**src/design/rxl_pkg.sv**
```systemverilog
`timescale 1ns / 1ps
// ----------------------------------------------------------------------------
// rxl_pkg
// Shared types, constants and helper functions for the enciphered LZSS
// byte decoder: header layout, window geometry and the front-to-back command.
// ----------------------------------------------------------------------------
package rxl_pkg;

  // Header layout
  localparam int HDR_BYTES  = 48;
  localparam int HDR_IDX_W  = 6;
  localparam int KEY_FIRST  = 12;
  localparam int KEY_LAST   = 15;
  localparam int SIZE_FIRST = 'h28;
  localparam int SIZE_LAST  = 'h2B;

  // History window
  localparam int WIN_BYTES  = 2048;
  localparam int WIN_AW     = $clog2(WIN_BYTES);
  localparam logic [WIN_AW-1:0] WP_START = WIN_AW'('h7DF);

  // Match fields
  localparam int LEN_W      = 6;
  localparam logic [LEN_W-1:0] LEN_BIAS = LEN_W'(2);

  // Decipher constants
  localparam logic [7:0] SUB_BIAS = 8'h7C;

  // Command queue between front and back
  localparam int Q_DEPTH    = 2;
  localparam int QPTR_W     = $clog2(Q_DEPTH);

  // Kind of work the back end carries out
  typedef enum logic [1:0] {
    CMD_HDR   = 2'd0,  // header byte: emit only
    CMD_LIT   = 2'd1,  // literal: emit and store in window
    CMD_MATCH = 2'd2,  // copy from window
    CMD_CLEAR = 2'd3   // end of file with no output
  } cmd_kind_t;

  typedef struct packed {
    cmd_kind_t         kind;
    logic [7:0]        data;     // byte for header or literal words
    logic [WIN_AW-1:0] offset;   // match source
    logic [LEN_W-1:0]  len;      // match length, 2..33
    logic              file_end; // return window to reset after this command
  } cmd_t;

  // Queue write side and read side
  typedef struct packed {
    logic push;
    cmd_t cmd;
  } q_wr_t;

  typedef struct packed {
    logic valid;
    cmd_t cmd;
  } q_rd_t;

  // Rotate amount (k >> 20) % 5 + 1. 16 = 1 mod 5, so the three nibbles are
  // summed first, then the small sum is reduced with a reciprocal multiply.
  function automatic logic [2:0] rot_amount(input logic [31:0] key);
    logic [11:0] t;
    logic [5:0]  s;
    logic [9:0]  p;
    logic [3:0]  q;
    logic [5:0]  r;
    t = key[31:20];
    s = {2'b00, t[3:0]} + {2'b00, t[7:4]} + {2'b00, t[11:8]};
    p = {4'b0000, s} * 10'd13;
    q = p[9:6];
    r = s - ({2'b00, q} * 6'd5);
    return r[2:0] + 3'd1;
  endfunction

  // Subtract bias, mix with key, rotate right
  function automatic logic [7:0] decipher(input logic [7:0] b, input logic [31:0] key);
    logic [7:0]  mix;
    logic [7:0]  v;
    logic [2:0]  sh;
    logic [15:0] dbl;
    mix = key[31:24] + key[10:3];
    v   = (b - SUB_BIAS) ^ mix;
    sh  = rot_amount(key);
    dbl = {v, v} >> sh;
    return dbl[7:0];
  endfunction

endpackage

```
**src/design/rxl_cmd_queue.sv**
```systemverilog
`timescale 1ns / 1ps
// ----------------------------------------------------------------------------
// rxl_cmd_queue
// Short command queue between front and back end, so each side stalls on
// its own.
// ----------------------------------------------------------------------------
module rxl_cmd_queue (
  input  logic           clk,
  input  logic           rst,
  input  rxl_pkg::q_wr_t q_wr,
  output logic           q_full,
  output rxl_pkg::q_rd_t q_rd,
  input  logic           q_pop
);
  import rxl_pkg::*;

  cmd_t              slots [Q_DEPTH];
  logic [QPTR_W-1:0] wr_ptr;
  logic [QPTR_W-1:0] rd_ptr;
  logic [QPTR_W:0]   count;
  logic              do_pop;

  assign q_full    = (count == (QPTR_W+1)'(Q_DEPTH));
  assign q_rd.valid = (count != '0);
  assign q_rd.cmd   = slots[rd_ptr];
  assign do_pop     = q_pop && q_rd.valid;

  // Storage
  always_ff @(posedge clk) begin
    if (q_wr.push) begin
      slots[wr_ptr] <= q_wr.cmd;
    end
  end

  // Pointers and fill level
  always_ff @(posedge clk) begin
    if (rst) begin
      wr_ptr <= '0;
      rd_ptr <= '0;
      count  <= '0;
    end else begin
      if (q_wr.push) begin
        wr_ptr <= wr_ptr + QPTR_W'(1);
      end
      if (do_pop) begin
        rd_ptr <= rd_ptr + QPTR_W'(1);
      end
      case ({q_wr.push, do_pop})
        2'b10:   count <= count + (QPTR_W+1)'(1);
        2'b01:   count <= count - (QPTR_W+1)'(1);
        default: count <= count;
      endcase
    end
  end

endmodule

```
**config.mk**
```make
export PLATFORM = sky130hd
export DESIGN_NAME = rxl_cmd_queue
export DESIGN_NICKNAME = d
export VERILOG_FILES = /design/src/design/rxl_pkg.sv /design/src/design/rxl_cmd_queue.sv
export SDC_FILE = /design/constraint.sdc
export NUM_CORES = 1
export LEC_CHECK = 0
export ABC_CLOCK_PERIOD_IN_PS = 2000
export BUFFER_PORTS_ARGS = -buffer_cell sky130_fd_sc_hd__buf_2
export CORE_ASPECT_RATIO = 0.7
export CORE_MARGIN = 8
export CORE_UTILIZATION = 46
export CTS_CLUSTER_SIZE = 24
export DETAILED_ROUTE_END_ITERATION = 8
export GPL_ROUTABILITY_DRIVEN = 1
export MAX_ROUTING_LAYER = met4
export PLACE_DENSITY = 0.84
export SYNTH_ARGS = -nofsm -noshare
export SYNTH_HDL_FRONTEND = slang
export SYNTH_SLANG_ARGS = --single-unit
```
**constraint.sdc**
```tcl
create_clock -name clk -period 2 [get_ports clk]
set_input_delay 0.1 -clock clk [delete_from_list [all_inputs] [get_ports clk]]
set_output_delay 0.1 -clock clk [all_outputs]
set_load 0.05 [all_outputs]
```
---- Yosys cells after proc, flatten, opt, wreduce, memory -nomap -nowiden ----
Memory sizes are Yosys's and may differ from the RTL's. A register that Yosys moved wholly into a read port is not among the register bits.
Index checks and enable logic that the tools add are counted.
word-level totals
  bits in registers ....................... 4
  memory bits (writable) .................. 56
  bits of input ports ..................... 32
  output and inout bits ................... 30
  logic and storage cells ................. 19
  memories ................................ 1
memory list
  name   words  width  rd ports  clocked after memory_dff  wr ports  RTL line             RTL
  slots  2      28     1         1                         1         rxl_cmd_queue.sv:17  cmd_t slots [Q_DEPTH];
cells by class
  $add $sub $neg .......................... 4
  eq/ne operators ......................... 3
  mux-type cells .......................... 5
  reductions and logical operators ........ 3
operator list
  kind                                              count
  == test 2 bit, second input constant              2
  2-to-1 mux 1 bit                                  4
  one-hot mux 2 bit (2 select lines)                1
  nonzero test 2 bit                                2
  adder 1 bit, second input constant                2
  adder 2 x 1 -> 2 bit, second input constant       1
  == test 2 x 1 -> 1 bit, second input constant     1
  subtractor 2 x 1 -> 2 bit, second input constant  1
  logical AND 1 bit                                 1

---- Depth between registers and ports, before layout ----
  depth after elaboration ................. 4
  gate-level depth with buffers ........... 5
  depth with buffers taken out ............ 5

---- Least setup slack after synthesis ----
Ideal clock, no wire load.
  path type ............................... register to register
  start point ............................. register wr_ptr
  end point ............................... memory slots[0][0] (netlist bit) (enable)
  setup time .............................. 0.413 ns
  data arrival time ....................... 1.520 ns
  data required time ...................... 1.587 ns
  path slack .............................. 0.067 ns
  stages on the path, launching flop included .. 2
  buffers on the path ..................... 0
  clock period less this slack ............ 1.933 ns
  cells stage by stage .................... dfxtp_1 > nor2_1
RTL lines
  item                    RTL line             RTL
  start, declared         rxl_cmd_queue.sv:18  logic [QPTR_W-1:0] wr_ptr;
  start signal, assigned  rxl_cmd_queue.sv:43  wr_ptr <= wr_ptr + QPTR_W'(1);
  end, declared           rxl_cmd_queue.sv:17
Straight into the memory's write port.

==> metrics.md <==
| Metric | Value |
|---|---|
| Worst-path clk slew | `0.07 ns` |
| Post-synthesis cell count | `110` |
| GPL Wtd Cong | `0.6656` |
| Cell taking the most area after synthesis | `edfxtp_1` |
| Yosys reg bits | `61` |
| DR pass1 iterations | `3` |
| ANT nets after route | `0` |
| Routed WL per cell | `15.76 µm` |
| Syn Area/Cell | `20.25 µm²` |
| WL met1 | `1790 µm` |
| Hold WS | `0.05837 ns` |
| Worst path required time | `1.90 ns` |
| Starting Density | `0.4709` |
| Cts repair resizes | `0` |
| Root buffer cell | `clkbuf_8` |
| Synth Area in Adders | `0.005618` |
| Crit start category | `flop` |
| First-pass GRT wire length | `around 6900 µm` |
| Total track usage | `0.1294` |
| Cts bufs inserted | `9` |
| Via count | `1288` |
| Vias/cell | `~4.7` |
| Status | `complete, no violations` |
| Fin. max-slew vios | `0` |
| Crit Path Class | `reg2out` |
| Initial antenna violation count | `0` |
| Met2 wire len | `2275 µm` |
| Top post-synthesis cells by area | `edfxtp_1 (76%), mux2_2 (14%), dfxtp_1 (4.5%), xnor2_1 (1.2%), nor2_1 (0.84%)` |
| Final Core Density | `0.6593` |
| Nets | `245` |
| Worst-Margin Slew | `0.4984 ns` |
| DRC violations left | `0` |
| Post-synth top area share | `0.7551` |
| CP max stage delay | `roughly 0.37 ns` |
| Max-cap violation count | `0` |
| Highest clock rate | `~0.63 GHz` |
| Drt initial violations | `40` |
| Multiplexer share of the synthesized area | `0.1416` |
| Post-CTS Setup Bufs | `0` |
| # diodes | `0` |
| Vias in the first global route | `approximately 1.4k` |
| Clock period minus worst slack | `1.586 ns` |
| Leakage Power | `1.209 nW` |
| XOR/XNOR share of the synthesized area | `0.01573` |
| CTS Sinks | `61` |
| Met3 Routed Length | `192 µm` |
| Largest family of logic cells by synthesized area | `multiplexers` |
| Rows | `21` |
| Peak supply drop | `0.7474 mV` |
| Post-CTS Hold Buffers | `29` |
| DIE WIDTH | `99.17 µm` |
| PortBufs | `61` |
| Final wirelength | `about 4300 µm` |
| Final setup violation count | `0` |
| Area Growth Syn to Fin | `40.00%` |
| Relative slew slack | `0.6674` |
| CP Data Arrival Time | `1.49 ns` |
| Layout cells sized above 1 | `0.5069` |
| DR top layer | `met4` |
| Unique masters post-synth | `16` |
| Crit end category | `primary output` |
| Simple-Gate Fraction of Synth Area | `0.02079` |
| FILL cells | `around 330` |
| Asr flop ratio synth | `0` |
| Post-synth EDFFs | `56` |
| RSZ-0062 raised after global routing | `false` |
| Sequential area share after synthesis | `0.8000` |
| Deepest clock path buffer count | `2` |
| Die area | `~7400 µm²` |
| Clk_skew | `around 0.0073 ns` |
| Power Density | `1228 nW/µm²` |
| Grt ovf | `0` |
| Crit-path cells | `buf_4 > mux2_2 > buf_2` |
| Post-Syn Area | `approximately 2200 µm²` |
| Final hold violations | `0` |
| Syn_nets | `143` |
| H-tree lvl count | `3` |
| Worst Path Max Fanout | `16` |
| Core Area | `4730 µm²` |
| Post-synthesis compound-gate area fraction | `0.007865` |
| Dpl hpwl | `2884 µm` |
| TritonCTS clock tree | `built` |
| I/O pins | `62` |
| Tcrit/Tclk final | `0.7932` |
| Worst Hold Class | `in2reg` |
| Worst-Skew Late Latency | `0.32 ns` |
| Top post-synthesis cells by count | `edfxtp_1 (56), mux2_2 (28), dfxtp_1 (5), nor2_1 (5)` |
| CP max stage cell | `mux2_2` |
| Die Y | `74.22 µm` |
| Warnings from Yosys | `0` |
| Largest net degree at the start of global routing | `22` |
| Main synth FF type | `edfxtp_1` |
| Count leader, synth | `edfxtp_1` |
| Final setup TNS | `0 ns` |
## power breakdown
| group | switching (W) | internal, W | leakage (nW) |
|---|---|---|---|
| logic | 0.000869 | 0.000423 | 0.545 |
| clock network | 0.000424 | 0.000562 | 0.0972 |
| registers | 0.0000450 | 0.00151 | 0.567 |
## registers in the layout (all words and copies together), names as in the netlist, named ones only
signal  flops
wr_ptr      1
slots      56
count       2
rd_ptr      1
## cells in the final DEF (no fill, tap or decap)
master         netlist  routed
buf_2                3      61
edfxtp_1            56      56
dlygate4sd3_1        0      29
mux2_2              28      28
clkbuf_8             0       9
dfxtp_1              5       5
nor2_1               5       4
clkinv_2             0       4
xnor2_1              3       3
buf_12               0       2
buf_4                0       2
o21a_1               1       1
or2_2                1       1
and2_1               1       1
inv_1                1       1
and2b_2              1       1
nor2_2               0       1
xor2_1               1       1
o21ai_0              1       1
or3_1                1       1
a21oi_1              1       1
ha_1                 1       1
clkbuf_1             0       1
bufinv_16            0       1
clkinv_1             0       1
## through the flow
step | instance area, µm² | power (W) | setup slack [ns] | instances
after detailed placement | 2646 | 0.002835 | 0.5902 | 229
after floorplan | 2227 | 0.002560 | 0.06707 | 110
after global placement | 2646 | 0.002817 | 0.6195 | 229
after CTS | 3118 | 0.003878 | 0.3790 | 274
after global routing | 3118 | 0.003999 | 0.3371 | 274
final | 3118 | 0.003829 | 0.4136 | 274
## worst paths after layout
check	startpoint	to	slack [ns]	cells after the start
max	flop	q_rd[3]	0.41	3
min	q_wr[28]	wr_ptr	0.06	3
max reg2reg	count[0]	count[1]	0.54	4
min reg2reg	rd_ptr	flop	0.52	2
## worst max-delay path, delay by kind of cell, from the launching register on
kind                   cells  cell delay (ns)
buffers and inverters      2             0.45
flip-flops                 1             0.33
multiplexers               1             0.37
## area by class of cell
| class | count | area, µm² | area share |
|---|---|---|---|
| timing repair buffer | 94 | 650.6 | 0.2087 |
| inverter | 1 | 3.754 | 0.001204 |
| multi-input combinational | 45 | 429.2 | 0.1376 |
| sequential | 61 | 1782 | 0.5714 |
| tap | 57 | 71.32 | 0.02287 |
| clock inverter | 6 | 53.80 | 0.01726 |
| clock buffer | 10 | 127.6 | 0.04093 |
## kinds of logic (layout without fill, tap and decap cells)
kind of cell,Yosys count,in the layout
AOI/OAI and AO/OA,3,3
xor gates and xnor gates,4,4
adders and majority gates,1,1
buffers and inverters,4,111
DFF,61,61
muxes,28,28
and+or+nand+nor,9,9
## layer usage
layer	GRT usage	up-vias
met5	-	-
met4	0.06511	0
met3	0.04299	5
met2	0.2172	33
met1	0.1372	623
li1	-	627
(Power assumes the default switching activity.)
