===== src/design/rxl_pkg.sv =====
`timescale 1ns / 1ps
// ----------------------------------------------------------------------------
// rxl_pkg
// Shared types, constants and helper functions for the enciphered LZSS
// byte decoder: header layout, window geometry and the front-to-back command.
// ----------------------------------------------------------------------------
package rxl_pkg;

  // Header layout
  localparam int HDR_BYTES  = 48;
  localparam int HDR_IDX_W  = 6;
  localparam int KEY_FIRST  = 12;
  localparam int KEY_LAST   = 15;
  localparam int SIZE_FIRST = 'h28;
  localparam int SIZE_LAST  = 'h2B;

  // History window
  localparam int WIN_BYTES  = 2048;
  localparam int WIN_AW     = $clog2(WIN_BYTES);
  localparam logic [WIN_AW-1:0] WP_START = WIN_AW'('h7DF);

  // Match fields
  localparam int LEN_W      = 6;
  localparam logic [LEN_W-1:0] LEN_BIAS = LEN_W'(2);

  // Decipher constants
  localparam logic [7:0] SUB_BIAS = 8'h7C;

  // Command queue between front and back
  localparam int Q_DEPTH    = 2;
  localparam int QPTR_W     = $clog2(Q_DEPTH);

  // Kind of work the back end carries out
  typedef enum logic [1:0] {
    CMD_HDR   = 2'd0,  // header byte: emit only
    CMD_LIT   = 2'd1,  // literal: emit and store in window
    CMD_MATCH = 2'd2,  // copy from window
    CMD_CLEAR = 2'd3   // end of file with no output
  } cmd_kind_t;

  typedef struct packed {
    cmd_kind_t         kind;
    logic [7:0]        data;     // byte for header or literal words
    logic [WIN_AW-1:0] offset;   // match source
    logic [LEN_W-1:0]  len;      // match length, 2..33
    logic              file_end; // return window to reset after this command
  } cmd_t;

  // Queue write side and read side
  typedef struct packed {
    logic push;
    cmd_t cmd;
  } q_wr_t;

  typedef struct packed {
    logic valid;
    cmd_t cmd;
  } q_rd_t;

  // Rotate amount (k >> 20) % 5 + 1. 16 = 1 mod 5, so the three nibbles are
  // summed first, then the small sum is reduced with a reciprocal multiply.
  function automatic logic [2:0] rot_amount(input logic [31:0] key);
    logic [11:0] t;
    logic [5:0]  s;
    logic [9:0]  p;
    logic [3:0]  q;
    logic [5:0]  r;
    t = key[31:20];
    s = {2'b00, t[3:0]} + {2'b00, t[7:4]} + {2'b00, t[11:8]};
    p = {4'b0000, s} * 10'd13;
    q = p[9:6];
    r = s - ({2'b00, q} * 6'd5);
    return r[2:0] + 3'd1;
  endfunction

  // Subtract bias, mix with key, rotate right
  function automatic logic [7:0] decipher(input logic [7:0] b, input logic [31:0] key);
    logic [7:0]  mix;
    logic [7:0]  v;
    logic [2:0]  sh;
    logic [15:0] dbl;
    mix = key[31:24] + key[10:3];
    v   = (b - SUB_BIAS) ^ mix;
    sh  = rot_amount(key);
    dbl = {v, v} >> sh;
    return dbl[7:0];
  endfunction

endpackage


===== src/design/rxl_if.sv =====
`timescale 1ns / 1ps
// ----------------------------------------------------------------------------
// rxl_if
// Valid/ready channels for raw file bytes in and decoded bytes out.
// ----------------------------------------------------------------------------
interface rxl_in_if;
  logic       valid;
  logic       ready;
  logic [7:0] in_byte;
  logic       file_end;

  modport source (output valid, output in_byte, output file_end, input ready);
  modport sink   (input valid, input in_byte, input file_end, output ready);
endinterface



===== src/design/rxl_front.sv =====
`timescale 1ns / 1ps
// ----------------------------------------------------------------------------
// rxl_front
// Accepts raw bytes, tracks the header, deciphers payload bytes and turns
// them into commands for the back end. Keeps flags, pending match byte and
// the payload count, so it waits on the back end only when the queue is full.
// ----------------------------------------------------------------------------
module rxl_front (
  input  logic          clk,
  input  logic          rst,
  rxl_in_if.sink        in_ch,
  input  logic          q_full,
  output rxl_pkg::q_wr_t q_wr
);
  import rxl_pkg::*;

  logic [HDR_IDX_W-1:0] header_index;
  logic [31:0]          header_key;
  logic [31:0]          target_size;
  logic [8:0]           flag_bits;
  logic [7:0]           pending_low;
  logic                 have_low;
  logic [31:0]          produced_count;

  logic [HDR_IDX_W-1:0] header_index_next;
  logic [31:0]          header_key_next;
  logic [31:0]          target_size_next;
  logic [8:0]           flag_bits_next;
  logic [7:0]           pending_low_next;
  logic                 have_low_next;
  logic [31:0]          produced_count_next;

  logic                 accept;
  logic [7:0]           plain;
  logic                 size_reached;
  logic [LEN_W-1:0]     match_len;
  logic [32:0]          cnt_sum;
  logic                 gen;
  cmd_t                 cmd;

  assign in_ch.ready = !q_full;
  assign accept      = in_ch.valid && in_ch.ready;

  assign plain        = decipher(in_ch.in_byte, header_key);
  assign size_reached = target_size[31] || (produced_count >= target_size);
  assign match_len    = {1'b0, plain[4:0]} + LEN_BIAS;

  // Classify the word and work out the next state
  always_comb begin
    header_index_next   = header_index;
    header_key_next     = header_key;
    target_size_next    = target_size;
    flag_bits_next      = flag_bits;
    pending_low_next    = pending_low;
    have_low_next       = have_low;
    produced_count_next = produced_count;
    cnt_sum             = 33'd0;
    gen                 = 1'b0;
    cmd.kind            = CMD_CLEAR;
    cmd.data            = in_ch.in_byte;
    cmd.offset          = {plain[7:5], pending_low};
    cmd.len             = match_len;
    cmd.file_end        = in_ch.file_end;

    if (header_index < HDR_IDX_W'(HDR_BYTES)) begin
      if (header_index >= HDR_IDX_W'(KEY_FIRST) && header_index <= HDR_IDX_W'(KEY_LAST)) begin
        header_key_next[{header_index[1:0], 3'b000} +: 8] = in_ch.in_byte;
      end
      if (header_index >= HDR_IDX_W'(SIZE_FIRST) && header_index <= HDR_IDX_W'(SIZE_LAST)) begin
        target_size_next[{header_index[1:0], 3'b000} +: 8] = in_ch.in_byte;
      end
      header_index_next = header_index + HDR_IDX_W'(1);
      gen      = 1'b1;
      cmd.kind = CMD_HDR;
    end else if (have_low) begin
      // second byte of a match: always runs to full length
      cnt_sum             = {1'b0, produced_count} + {{(33-LEN_W){1'b0}}, match_len};
      produced_count_next = cnt_sum[32] ? 32'hFFFF_FFFF : cnt_sum[31:0];
      have_low_next       = 1'b0;
      pending_low_next    = 8'd0;
      flag_bits_next      = {1'b0, flag_bits[8:1]};
      gen      = 1'b1;
      cmd.kind = CMD_MATCH;
    end else if (!size_reached) begin
      if (flag_bits == 9'd1) begin
        flag_bits_next = {1'b1, plain};
      end else if (flag_bits[0]) begin
        cnt_sum             = {1'b0, produced_count} + 33'd1;
        produced_count_next = cnt_sum[32] ? 32'hFFFF_FFFF : cnt_sum[31:0];
        flag_bits_next      = {1'b0, flag_bits[8:1]};
        gen      = 1'b1;
        cmd.kind = CMD_LIT;
        cmd.data = plain;
      end else begin
        pending_low_next = plain;
        have_low_next    = 1'b1;
      end
    end

    // a file end with no output still has to reach the window
    if (in_ch.file_end && !gen) begin
      gen      = 1'b1;
      cmd.kind = CMD_CLEAR;
    end
  end

  assign q_wr.push = accept && gen;
  assign q_wr.cmd  = cmd;

  // State registers, returned to reset after the last word of a file
  always_ff @(posedge clk) begin
    if (rst || (accept && in_ch.file_end)) begin
      header_index   <= '0;
      header_key     <= '0;
      target_size    <= '0;
      flag_bits      <= 9'd1;
      pending_low    <= '0;
      have_low       <= 1'b0;
      produced_count <= '0;
    end else if (accept) begin
      header_index   <= header_index_next;
      header_key     <= header_key_next;
      target_size    <= target_size_next;
      flag_bits      <= flag_bits_next;
      pending_low    <= pending_low_next;
      have_low       <= have_low_next;
      produced_count <= produced_count_next;
    end
  end

endmodule


===== src/flat_wrapper.sv =====
// flat-port wrapper written by rule: the top's interface ports become plain ports
module rxl_front_flat import rxl_pkg::*;
  (clk, rst, q_full, q_wr, in_ch_valid, in_ch_in_byte, in_ch_file_end, in_ch_ready);
  rxl_in_if in_ch_i ();
  input  logic clk;
  input  logic rst;
  input  logic q_full;
  output rxl_pkg::q_wr_t q_wr;
  input wire logic [$bits(in_ch_i.valid)-1:0] in_ch_valid;
  input wire logic [$bits(in_ch_i.in_byte)-1:0] in_ch_in_byte;
  input wire logic [$bits(in_ch_i.file_end)-1:0] in_ch_file_end;
  output wire logic [$bits(in_ch_i.ready)-1:0] in_ch_ready;
  assign in_ch_i.valid = in_ch_valid;
  assign in_ch_i.in_byte = in_ch_in_byte;
  assign in_ch_i.file_end = in_ch_file_end;
  assign in_ch_ready = in_ch_i.ready;
  rxl_front u_core (.clk(clk), .rst(rst), .in_ch(in_ch_i), .q_full(q_full), .q_wr(q_wr));
endmodule

===== config.mk =====
export PLATFORM = sky130hd
export DESIGN_NAME = rxl_front_flat
export DESIGN_NICKNAME = d
export VERILOG_FILES = /design/src/design/rxl_pkg.sv /design/src/design/rxl_if.sv /design/src/design/rxl_front.sv /design/src/flat_wrapper.sv
export SDC_FILE = /design/constraint.sdc
export NUM_CORES = 1
export LEC_CHECK = 0
export BUFFER_PORTS_ARGS = -buffer_cell sky130_fd_sc_hd__buf_2
export CAP_MARGIN = 20
export CORE_ASPECT_RATIO = 0.6
export CORE_MARGIN = 5
export CORE_UTILIZATION = 45
export CTS_CLUSTER_DIAMETER = 40
export DETAILED_ROUTE_END_ITERATION = 10
export GPL_TIMING_DRIVEN = 0
export SLEW_MARGIN = 20
export SYNTH_ARGS = -nofsm -noshare
export SYNTH_HDL_FRONTEND = slang
export SYNTH_SLANG_ARGS = --single-unit

===== constraint.sdc =====
create_clock -name clk -period 18.94 [get_ports clk]
set_input_delay 2.841 -clock clk [delete_from_list [all_inputs] [get_ports clk]]
set_output_delay 2.841 -clock clk [all_outputs]
set_load 0.005 [all_outputs]

Word level (Yosys, flattened, before mapping) --
Cells that the tools add are included.
Operators by class: equal/unequal tests 4, reductions and logical operators 20, $lt $le $gt $ge 6, mux-type cells 34, $add $sub $neg 11, $mul 2, bitwise gates (word level) 2, shift-type cells 3
Operators with widths (count):
- $mux W32 | 6
- $bwmux W32 | 2
- $mux W8 | 6
- $mux W9 | 4
- $add A32 B1 Y33 const B | 1
- $add A32 B6 Y33 | 1
- $ge A32 B32 Y1 | 1
- $shift A8 B7 Y32 const A | 1
- $shiftx A8 B7 Y32 | 1
- $mux W10 | 3
- $shr A16 B3 Y8 | 1
- $mul A6 B4 Y10 const B | 1
- $mux W1 | 10
- $reduce_and A5 Y1 | 2
- $eq A9 B1 Y1 const B | 1
- $reduce_and A3 Y1 | 3
- $add A8 B8 Y8 | 1
- $sub A8 B7 Y8 const B | 1
- $xor A8 B8 Y8 | 1
- $neg A5 Y7 | 1
- $add A5 B2 Y6 const B | 1
- $add A5 B4 Y6 | 1
- $add A6 B1 Y6 const B | 1
- $ge A6 B4 Y1 const B | 1
- 19 further kinds | 30
Storage, ports and cells: logic and storage cells 90, register bits 120, output and inout port bits 30, input port bits 13

Longest topological paths before layout --
Gate-level depths: netlist (run 1).
depth after elaboration 13, mapped depth 39, depth with buffers taken out 36

Least setup slack after synthesis (run 1) --
No wires, ideal clock.
path type register -> output, start point register u_core.header_key[25], end point output port q_wr[4] in the netlist's numbering, buffers on the path 1, data arrival time 5.971 ns, data required time 16.099 ns, setup slack 10.128 ns, cell stages (with the launch flop) 29, cell sequence dfxtp_1 -> inv_1 -> fa_1 -> inv_1 -> ha_1 -> inv_1 -> fa_1 -> inv_1 -> ha_1 -> inv_1 -> fa_1 -> inv_1 -> ha_1 -> nor4bb_2 -> or4_1 -> nand2_1 -> xnor2_1 -> ha_1 -> inv_1 -> ha_1 -> xor2_1 -> xnor2_1 -> xnor2_1 -> xnor3_1 -> buf_6 -> a21boi_2 -> nor2_1 -> ha_1 -> xor2_1
RTL lines:
- start, declared | RTL line rxl_front.sv:18 | logic [31:0] header_key;
- start signal, assigned | RTL line rxl_front.sv:122 | header_key <= header_key_next;
- end, declared | RTL line flat_wrapper.sv:8 | output rxl_pkg::q_wr_t q_wr;

==> metrics.csv, run 1 <==
metric,value,unit
syn_area_per_cell,7.64,µm²
Routed Antenna Nets,0,
clk sinks,108,
Core Area,17200,µm²
Async SR Flop Fraction,0,%
first-pass GRT wire length,40300,µm
leading area contributor after synthesis,dfxtp_1,
min-delay src,u_core.pending_low[3],
"Clk Latency, worst-skew pair",0.35,ns
CP max stage delay,0.61,ns
maximum VDD drop,0.0357,mV
post_cts resized,0,
chip width,181,µm
Switching Power,0.127,mW
Compound-Gate Fraction of Synth Area,21.7,%
CTS tree,yes,
"Clk pin slew, worst setup/hold paths",0.08,ns
Max Slew Vio Count,0,
P_int,0.334,mW
CP required,16.10,ns
Yosys top cell area share,27.4,%
fillers,1753,
WL final,25800,µm
# IOs,43,
Site Rows,37,
share of layout cells above drive strength 1,8.29,%
Hold Fails Final Rpt,0,
Ys Warns,0,
max-cap violation count,0,
post-synthesis mux area share,3.25,%
sequential area share after synthesis,27.4,%
minimum clock period,10.09,ns
Worst R2R Start,u_core.header_key[25],
slowest cell on the critical path,fa_1,
clk_skew,0.0110,ns
final net count,1173,
drt drc,0,
Final Cycle Share,53.3,%
root buffer cell,clkbuf_16,
initial DRC count,785,
Mapped Cells,1031,
die area,20300,µm²
post-synthesis net count,1124,
post-DP HPWL,20400,µm
CTS max path bufs,2,
die height,113,µm
combinational share of power,9.3,%
largest net degree at the start of global routing,21,
Yosys cell types,74,
class of the most critical setup path,reg2out,
clock share of power,41.4,%
WL/cell,19.6,µm
Place WS,9.25,ns
outcome,"complete, no violations",
Post-synth top flop,dfxtp_1,
Total GRT Usage,24.9,%
Fmax,0.0991,GHz
grt total ovfl,0,
"Arr. time, crit path",7.25,ns
largest family of logic cells by synthesized area,simple AND/OR/NAND/NOR gates,
HP Class,reg2reg,
Pleak,3.53,nW
Buffers on Ports,38,
Synth Area in Adders,13.5,%
crit end category,output port,
Simple-Gate Fraction of Synth Area,23.4,%
CTS buffer count,9,
setup bufs post-CTS,0,
setup TNS,0,ns
via count,7803,
most frequent cells after synthesis,"a21oi_1, nor2_1, nand2_1",
ant diodes,0,
#FFs+latches synth,108,
"Max FO, Critical Path",10,
most common cell in the netlist,a21oi_1,
Worst-Margin Slew,1.04,ns
Setup-failing EPs final,0,
"top cells by area, synth","dfxtp_1, ha_1, a21oi_1",
cell area power density,53.2,nW/µm²
CP dominant cell by count,inv_1,
Slew headroom,30.6,%
RSZ-0062 raised after global routing,no,
launch point of the critical path,u_core.header_key[25],
Post-Syn Area,7880,µm²
worst hold path depth,2,
Starting Density,45.9,%
initial antenna violation count,0,
worst r2r path cells,38,
number of detailed-route iterations in the first pass,5,
vias in the first global route,7080,
H-tree lvl count,3,
final worst setup slack,8.85,ns
crit path launch type,flop,
routed vias/inst,5.92,
number of flops mapped to enable cells by yosys,0,
Post-Synth XOR/XNOR Area,4.68,%
"Hold-fix buffers, CTS",0,
Seq pwr share,49.3,%
Area growth syn-to-layout,9.91,%
switching share of power,27.6,%
placer congestion estimate,0.962,
[worst max-delay path: cells and delay by family (launching register included)]
kind            cells  cell delay, ns
xor+xnor            6            1.19
simple gates        4            1.23
flops               1            0.47
buf+inv             9            0.78
compound gates      1            0.21
fa+ha+maj           9            3.02
[registers in the layout, summed over array words and instances (netlist names)]
name and flops:
u_core.flag_bits 9, u_core.have_low 1, u_core.header_index 6, u_core.header_key 20, u_core.pending_low 8, u_core.produced_count 32, u_core.target_size 32
[cell usage in the layout (no fill, tap or decap), types with 23 or more instances in the layout]
master,netlist,routed
a21o_1,26,26
dfxtp_1,108,108
xnor2_1,23,23
nand2_1,109,109
nand3_1,42,42
buf_2,4,42
o21ai_0,28,28
clkbuf_1,35,35
inv_1,74,74
a21oi_1,130,130
ha_1,72,72
nand4_1,31,31
nor2_1,128,128
[layer usage]
layer | wire (µm) | part of all wire (%) | GRT usage [%]
met1 | 13200 | 51 | 39.0
met2 | 9480 | 37 | 32.8
met3 | 2930 | 11 | 8.39
met4 | 212 | 0.82 | 3.58
met5 | 0 | 0 | 0
[worst paths after layout]
path	endpoint	slack, ns
worst min-delay path	u_core.pending_low[3]	0.45
worst min register to register	u_core.pending_low[3]	0.45
worst max register to register	u_core.produced_count[18]	9.50
worst max-delay path	q_wr[4]	8.85
[stage by stage]
step / instance area [µm²] / total power [mW] / utilization, % / instances / hold WS (ns)
4_1_cts: 8660 / 0.463 / 50.4 / 1319 / 0.453
3_5_place_dp: 8360 / 0.274 / 48.7 / 1303 / 0.442
6_report: 8660 / 0.461 / 50.4 / 1319 / 0.453
5_1_grt: 8660 / 0.477 / 50.4 / 1319 / 0.477
3_3_place_gp: 8360 / 0.274 / 48.7 / 1303 / 0.441
2_1_floorplan: 7880 / 0.258 / - / 1031 / 0.432
[cell type report]
type,count,area (µm²),share of cell area (%)
flip-flops and latches,108,2160,25.0
clock buffers,9,225,2.60
multi-input cells,803,5250,60.6
repair buffers,38,190,2.20
inverters,74,278,3.21
clock inverters,7,67.6,0.780
plain buffers,46,199,2.30
well taps,234,293,3.38
[cells by family after synthesis]
group | after synthesis
AND/OR/NAND/NOR | 395
AO/OA/AOI/OAI | 267
buffers and inverters | 120
flip-flops | 108
adder cells (fa/ha/maj) | 80
XOR/XNOR | 39
multiplexers | 22
[power groups by stage]
stage               clock network, mW  registers (mW)  logic (mW)
finish                          0.191           0.227      0.0427
CTS                             0.194           0.227      0.0415
global placement                    0           0.233      0.0413
detailed placement                  0           0.233      0.0414
global route                    0.203           0.227      0.0463
floorplan                           0           0.233      0.0256
No activity file was read; power rests on OpenSTA's default activity.
==> run 2, diff against run 1 <==
==> constraint.sdc (replaced) <==
create_clock -name clk -period 8.7 [get_ports clk]
set_input_delay 1.305 -clock clk [delete_from_list [all_inputs] [get_ports clk]]
set_output_delay 1.305 -clock clk [all_outputs]
set_load 0.005 [all_outputs]
==> metrics.csv, run 2 (same netlist as run 1, synthesis figures left out) <==
metric,value,unit,change
outcome,"complete, no violations",,
maximum VDD drop,0.0793,mV,+120%
CP dominant cell by count,inv_1,,
Post-Place Cell Area,8360,µm²,unchanged
"Max FO, Critical Path",10,,unchanged
die area,20300,µm²,unchanged
crit end category,flop,,
chip width,181,µm,unchanged
Area growth syn-to-layout,12.8,%,
Setup-failing EPs final,0,,unchanged
first-pass GRT wire length,40300,µm,+0.12%
# IOs,43,,unchanged
Fmax,0.122,GHz,
Total GRT Usage,24.9,%,+0.029 points
drt drc,0,,unchanged
ant diodes,0,,unchanged
Top Registers,"u_core.produced_count x32, u_core.target_size x32, u_core.header_key x20",,
CTS tree,yes,,
"Clk pin slew, worst setup/hold paths",0.09,ns,about the same
launch point of the critical path,u_core.header_key[25],,
Starting Density,45.9,%,unchanged
routed vias/inst,5.90,,-0.31%
Hold Fails Final Rpt,0,,unchanged
slowest cell on the critical path,fa_2,,
Slew headroom,31.1,%,+0.54 points
initial antenna violation count,0,,unchanged
"Arr. time, crit path",8.53,ns,+1.28 ns
fin util,51.8,%,+1.3 points
final instance area,8890,µm²,+2.7%
crit path launch type,flop,,
WL final,25900,µm,+0.45%
Final Cycle Share,94.6,%,
minimum clock period,8.23,ns,
initial DRC count,735,,-6.4%
vias in the first global route,7092,,+0.17%
CP required,9.00,ns,-7.10 ns
Place WS,-0.564,ns,-9.82 ns
post-DP HPWL,20400,µm,unchanged
number of detailed-route iterations in the first pass,5,,unchanged
WL/cell,19.5,µm,-0.16%
root buffer cell,clkbuf_16,,
share of layout cells above drive strength 1,11.2,%,+2.9 points
max-cap violation count,0,,unchanged
placed cell count,1303,,unchanged
HP Class,reg2reg,,
Site Rows,37,,unchanged
via count,7826,,+0.29%
"Clk Latency, worst-skew pair",0.35,ns,about the same
CTS buffer count,9,,unchanged
cell area power density,114,nW/µm²,+110%
Buffers on Ports,38,,unchanged
Worst-Margin Slew,1.03,ns,-0.00813 ns
Pleak,3.62,nW,+2.6%
H-tree lvl count,3,,unchanged
Max Slew Vio Count,0,,unchanged
final net count,1181,,+0.68%
placer congestion estimate,0.962,,unchanged
Core Area,17200,µm²,unchanged
Routed Antenna Nets,0,,unchanged
"commonest non-fill, non-tap cell in the layout",a21oi_1,,
grt total ovfl,0,,unchanged
Worst R2R Start,u_core.header_key[25],,
CTS max path bufs,2,,unchanged
clk_skew,0.0112,ns,+0.000179 ns
die height,113,µm,unchanged
final worst setup slack,0.470,ns,-8.38 ns
overall power,1.01,mW,+120%
min-delay src,u_core.pending_low[3],,
Post-Layout Cell Count,1327,,+0.61%
class of the most critical setup path,reg2reg,,
largest net degree at the start of global routing,21,,unchanged
CP max stage delay,0.60,ns,about the same
most frequent cells in the layout,"a21oi_1, nor2_1, nand2_1",,
clk sinks,108,,unchanged
[run 2: what timing repair did]
| item | CTS | global route |
|---|---|---|
| gates resized for setup | 10 | 29 |
| buffers inserted | 1 | 8 |
| pin swaps | 1 | 7 |
| hold buffers | 0 | 0 |
| gates cloned | 0 | 0 |
| setup endpoints to repair | 28 | 30 |
| hold endpoints to repair | 0 | 0 |
[run 2: layer usage]
metal / up-vias / track usage (%) / wire, µm
met5: - / 0 / 0
met1: 3643 / 39.1 / 13300
li1: 3786 / - / -
met2: 371 / 32.9 / 9560
met4: 0 / 3.58 / 271
met3: 26 / 8.39 / 2770
[run 2: power by group]
group | internal [mW] | leakage, nW | switching [mW]
Sequential | 0.494 | 0.870 | 0.000776
Combinational | 0.0330 | 2.61 | 0.0650
Clock | 0.203 | 0.142 | 0.216
[run 2: worst max-delay path: cells and delay by family, from the launching register on]
family | cells | cell delay [ns]
flip-flops | 1 | 0.40
buffers and inverters | 9 | 0.76
AND/OR/NAND/NOR | 7 | 1.49
AO/OA/AOI/OAI | 6 | 1.44
adder cells (fa/ha/maj) | 9 | 3.07
XOR/XNOR | 6 | 0.99
[run 2: final timing paths]
kind,to,slack [ns],cells past startpoint
max,u_core.produced_count[17],0.47,37
min,u_core.pending_low[3],0.45,2
max reg2reg,u_core.produced_count[17],0.47,37
min reg2reg,u_core.pending_low[3],0.45,2
[run 2: final cells by class]
class                      instances  area (µm²)
buffer                            45         203
clock buffer                       9         225
clock inverter                     7        67.6
fill                            1717        8280
inverter                          74         278
multi-input combinational        803        5410
sequential                       108        2160
tap                              234         293
timing repair buffer              47         258
[run 2: metrics by stage]
step / hold slack (ns) / TNS, ns
final: 0.453 / 0
after global routing: 0.477 / -0.0323
after CTS: 0.453 / 0
after detailed placement: 0.442 / -7.75
after global placement: 0.441 / -6.05
after floorplan: 0.432 / 0
==> run 3, diff against run 2 <==
--- a/config.mk
+++ b/config.mk
@@ -7,12 +7,15 @@
 export LEC_CHECK = 0
 export BUFFER_PORTS_ARGS = -buffer_cell sky130_fd_sc_hd__buf_2
 export CAP_MARGIN = 20
+export CELL_PAD_IN_SITES_DETAIL_PLACEMENT = 1
+export CELL_PAD_IN_SITES_GLOBAL_PLACEMENT = 2
 export CORE_ASPECT_RATIO = 0.6
 export CORE_MARGIN = 5
-export CORE_UTILIZATION = 45
+export CORE_UTILIZATION = 33
 export CTS_CLUSTER_DIAMETER = 40
 export DETAILED_ROUTE_END_ITERATION = 10
 export GPL_TIMING_DRIVEN = 0
+export PLACE_DENSITY_LB_ADDON = 0.1
 export SLEW_MARGIN = 20
 export SYNTH_ARGS = -nofsm -noshare
 export SYNTH_HDL_FRONTEND = slang
==> metrics.csv, run 3 (same netlist as run 1, synthesis figures left out) <==
metric,value,unit,change
"commonest non-fill, non-tap cell in the layout",a21oi_1,,
CP required,8.98,ns,-0.02 ns
"Clk pin slew, worst setup/hold paths",0.09,ns,about the same
grt total ovfl,0,,unchanged
Core Area,23300,µm²,+36%
Fmax,0.120,GHz,-1.4%
first-pass GRT wire length,47300,µm,+17%
WL final,30600,µm,+18%
HP Class,reg2reg,,
routed vias/inst,5.53,,-6.2%
overall power,1.04,mW,+2.5%
combinational share of power,9.8,%,about the same
Buffers & Inverters on Critical Path,9,,unchanged
die height,130,µm,+15%
chip width,210,µm,+16%
crit path launch type,flop,,
number of detailed-route iterations in the first pass,5,,unchanged
Final Cycle Share,95.9,%,+1.3 points
H-tree lvl count,3,,unchanged
WL/cell,21.7,µm,+11%
Starting Density,33.8,%,-12 points
largest net degree at the start of global routing,21,,unchanged
Top Registers,"u_core.produced_count x32, u_core.target_size x32, u_core.header_key x20",,
P_int,0.729,mW,-0.15%
Setup-failing EPs final,0,,unchanged
CTS max path bufs,2,,unchanged
most frequent cells in the layout,"a21oi_1, nor2_1, nand2_1",,
post-DP HPWL,24200,µm,+19%
Hold Fails Final Rpt,0,,unchanged
clock share of power,42.4,%,+1.0 points
cell area power density,115,nW/µm²,+1.1%
Area growth syn-to-layout,14.4,%,
clk sinks,108,,unchanged
via count,7796,,-0.38%
CP dominant cell by count,inv_1,,
CTS buffer count,9,,unchanged
Routed Antenna Nets,0,,unchanged
"Arr. time, crit path",8.62,ns,+0.09 ns
placer congestion estimate,0.846,,-12%
initial DRC count,599,,-19%
CP max stage delay,0.61,ns,about the same
"delay-heaviest family, CP",adder cells,,
Pleak,3.64,nW,+0.35%
Switching Power,0.308,mW,+9.2%
CTS tree,yes,,
Post-Place Cell Area,8470,µm²,+1.3%
class of the most critical setup path,reg2reg,,
maximum VDD drop,0.0835,mV,+5.3%
fillers,2856,,+66%
Post-Layout Cell Count,1410,,+6.3%
root buffer cell,clkbuf_16,,
Slew headroom,26.2,%,-5.0 points
"Clk Latency, worst-skew pair",0.40,ns,+0.05 ns
max-cap violation count,0,,unchanged
Seq pwr share,47.7,%,-1.2 points
Site Rows,43,,+16%
die area,27200,µm²,+34%
"Max FO, Critical Path",10,,unchanged
Buffers on Ports,38,,unchanged
minimum clock period,8.34,ns,+0.113 ns
crit end category,flop,,
drt drc,0,,unchanged
switching share of power,29.7,%,+1.8 points
vias in the first global route,7635,,+7.7%
placed cell count,1384,,+6.2%
Total GRT Usage,22.7,%,-2.2 points
# IOs,43,,unchanged
clk_skew,0.0144,ns,+0.00323 ns
slowest cell on the critical path,mux4_2,,
ant diodes,0,,unchanged
final net count,1183,,+0.17%
share of layout cells above drive strength 1,11.6,%,+0.44 points
Worst-Margin Slew,1.10,ns,+0.0743 ns
outcome,"complete, no violations",,
initial antenna violation count,1,,+1
final instance area,9010,µm²,+1.4%
Max Slew Vio Count,0,,unchanged
-- run 3: area by class of cell --
cell class	count	area, µm²	share of cell area, %
Clock inverter	7	63.8	0.708
Buffer	45	206	2.29
Tap cell	315	394	4.37
Timing Repair Buffer	49	273	3.03
Clock buffer	9	225	2.50
Multi-Input combinational cell	803	5400	60.0
Sequential cell	108	2170	24.1
Inverter	74	278	3.08
-- run 3: layer usage --
layer / up-vias / routed length (µm) / global-route usage [%]
met5: - / 0 / 0
met4: 0 / 208 / 3.53
met3: 17 / 1890 / 5.24
met2: 167 / 11400 / 30.3
met1: 3818 / 17100 / 36.9
li1: 3794 / - / -
-- run 3: tightest hold or removal path, cell delays in order, from the launching register on --
cell and delay, ns:
dfxtp_1 0.31, nand2_1 0.05, a21oi_1 0.05
-- run 3: power by group through the flow --
stage	combinational, mW	clock (mW)	sequential, mW
after floorplan	0.0558	0	0.506
after CTS	0.0984	0.452	0.495
final	0.102	0.440	0.495
after global placement	0.0960	0	0.507
after global routing	0.110	0.470	0.495
after detailed placement	0.0965	0	0.507
-- run 3: path summary, 6_finish.rpt --
kind / from / endpoint / slack (ns) / cells past startpoint
setup / recovery: u_core.header_key[25] / u_core.produced_count[23] / 0.36 / 32
hold / removal: u_core.pending_low[4] / u_core.pending_low[4] / 0.46 / 2
setup reg to reg: u_core.header_key[25] / u_core.produced_count[23] / 0.36 / 32
hold reg to reg: u_core.pending_low[4] / u_core.pending_low[4] / 0.46 / 2
-- run 3: through the flow --
stage | setup TNS (ns) | utilization, % | hold WS (ns) | worst slack, ns
after floorplan | 0 | - | 0.432 | 0.647
after global placement | -14.26 | 36.3 | 0.443 | -0.809
after detailed placement | -12.07 | 36.4 | 0.449 | -0.709
after CTS | 0 | 38.0 | 0.460 | 0.0101
after global routing | -0.00599 | 38.7 | 0.474 | -0.00599
final | 0 | 38.7 | 0.457 | 0.357
-- run 3: what timing repair did --
action,4_1_cts,5_1_grt
pin swaps,3,10
setup endpoints to repair,29,29
resized for setup,21,25
buffers inserted,2,9
hold buffers,0,0
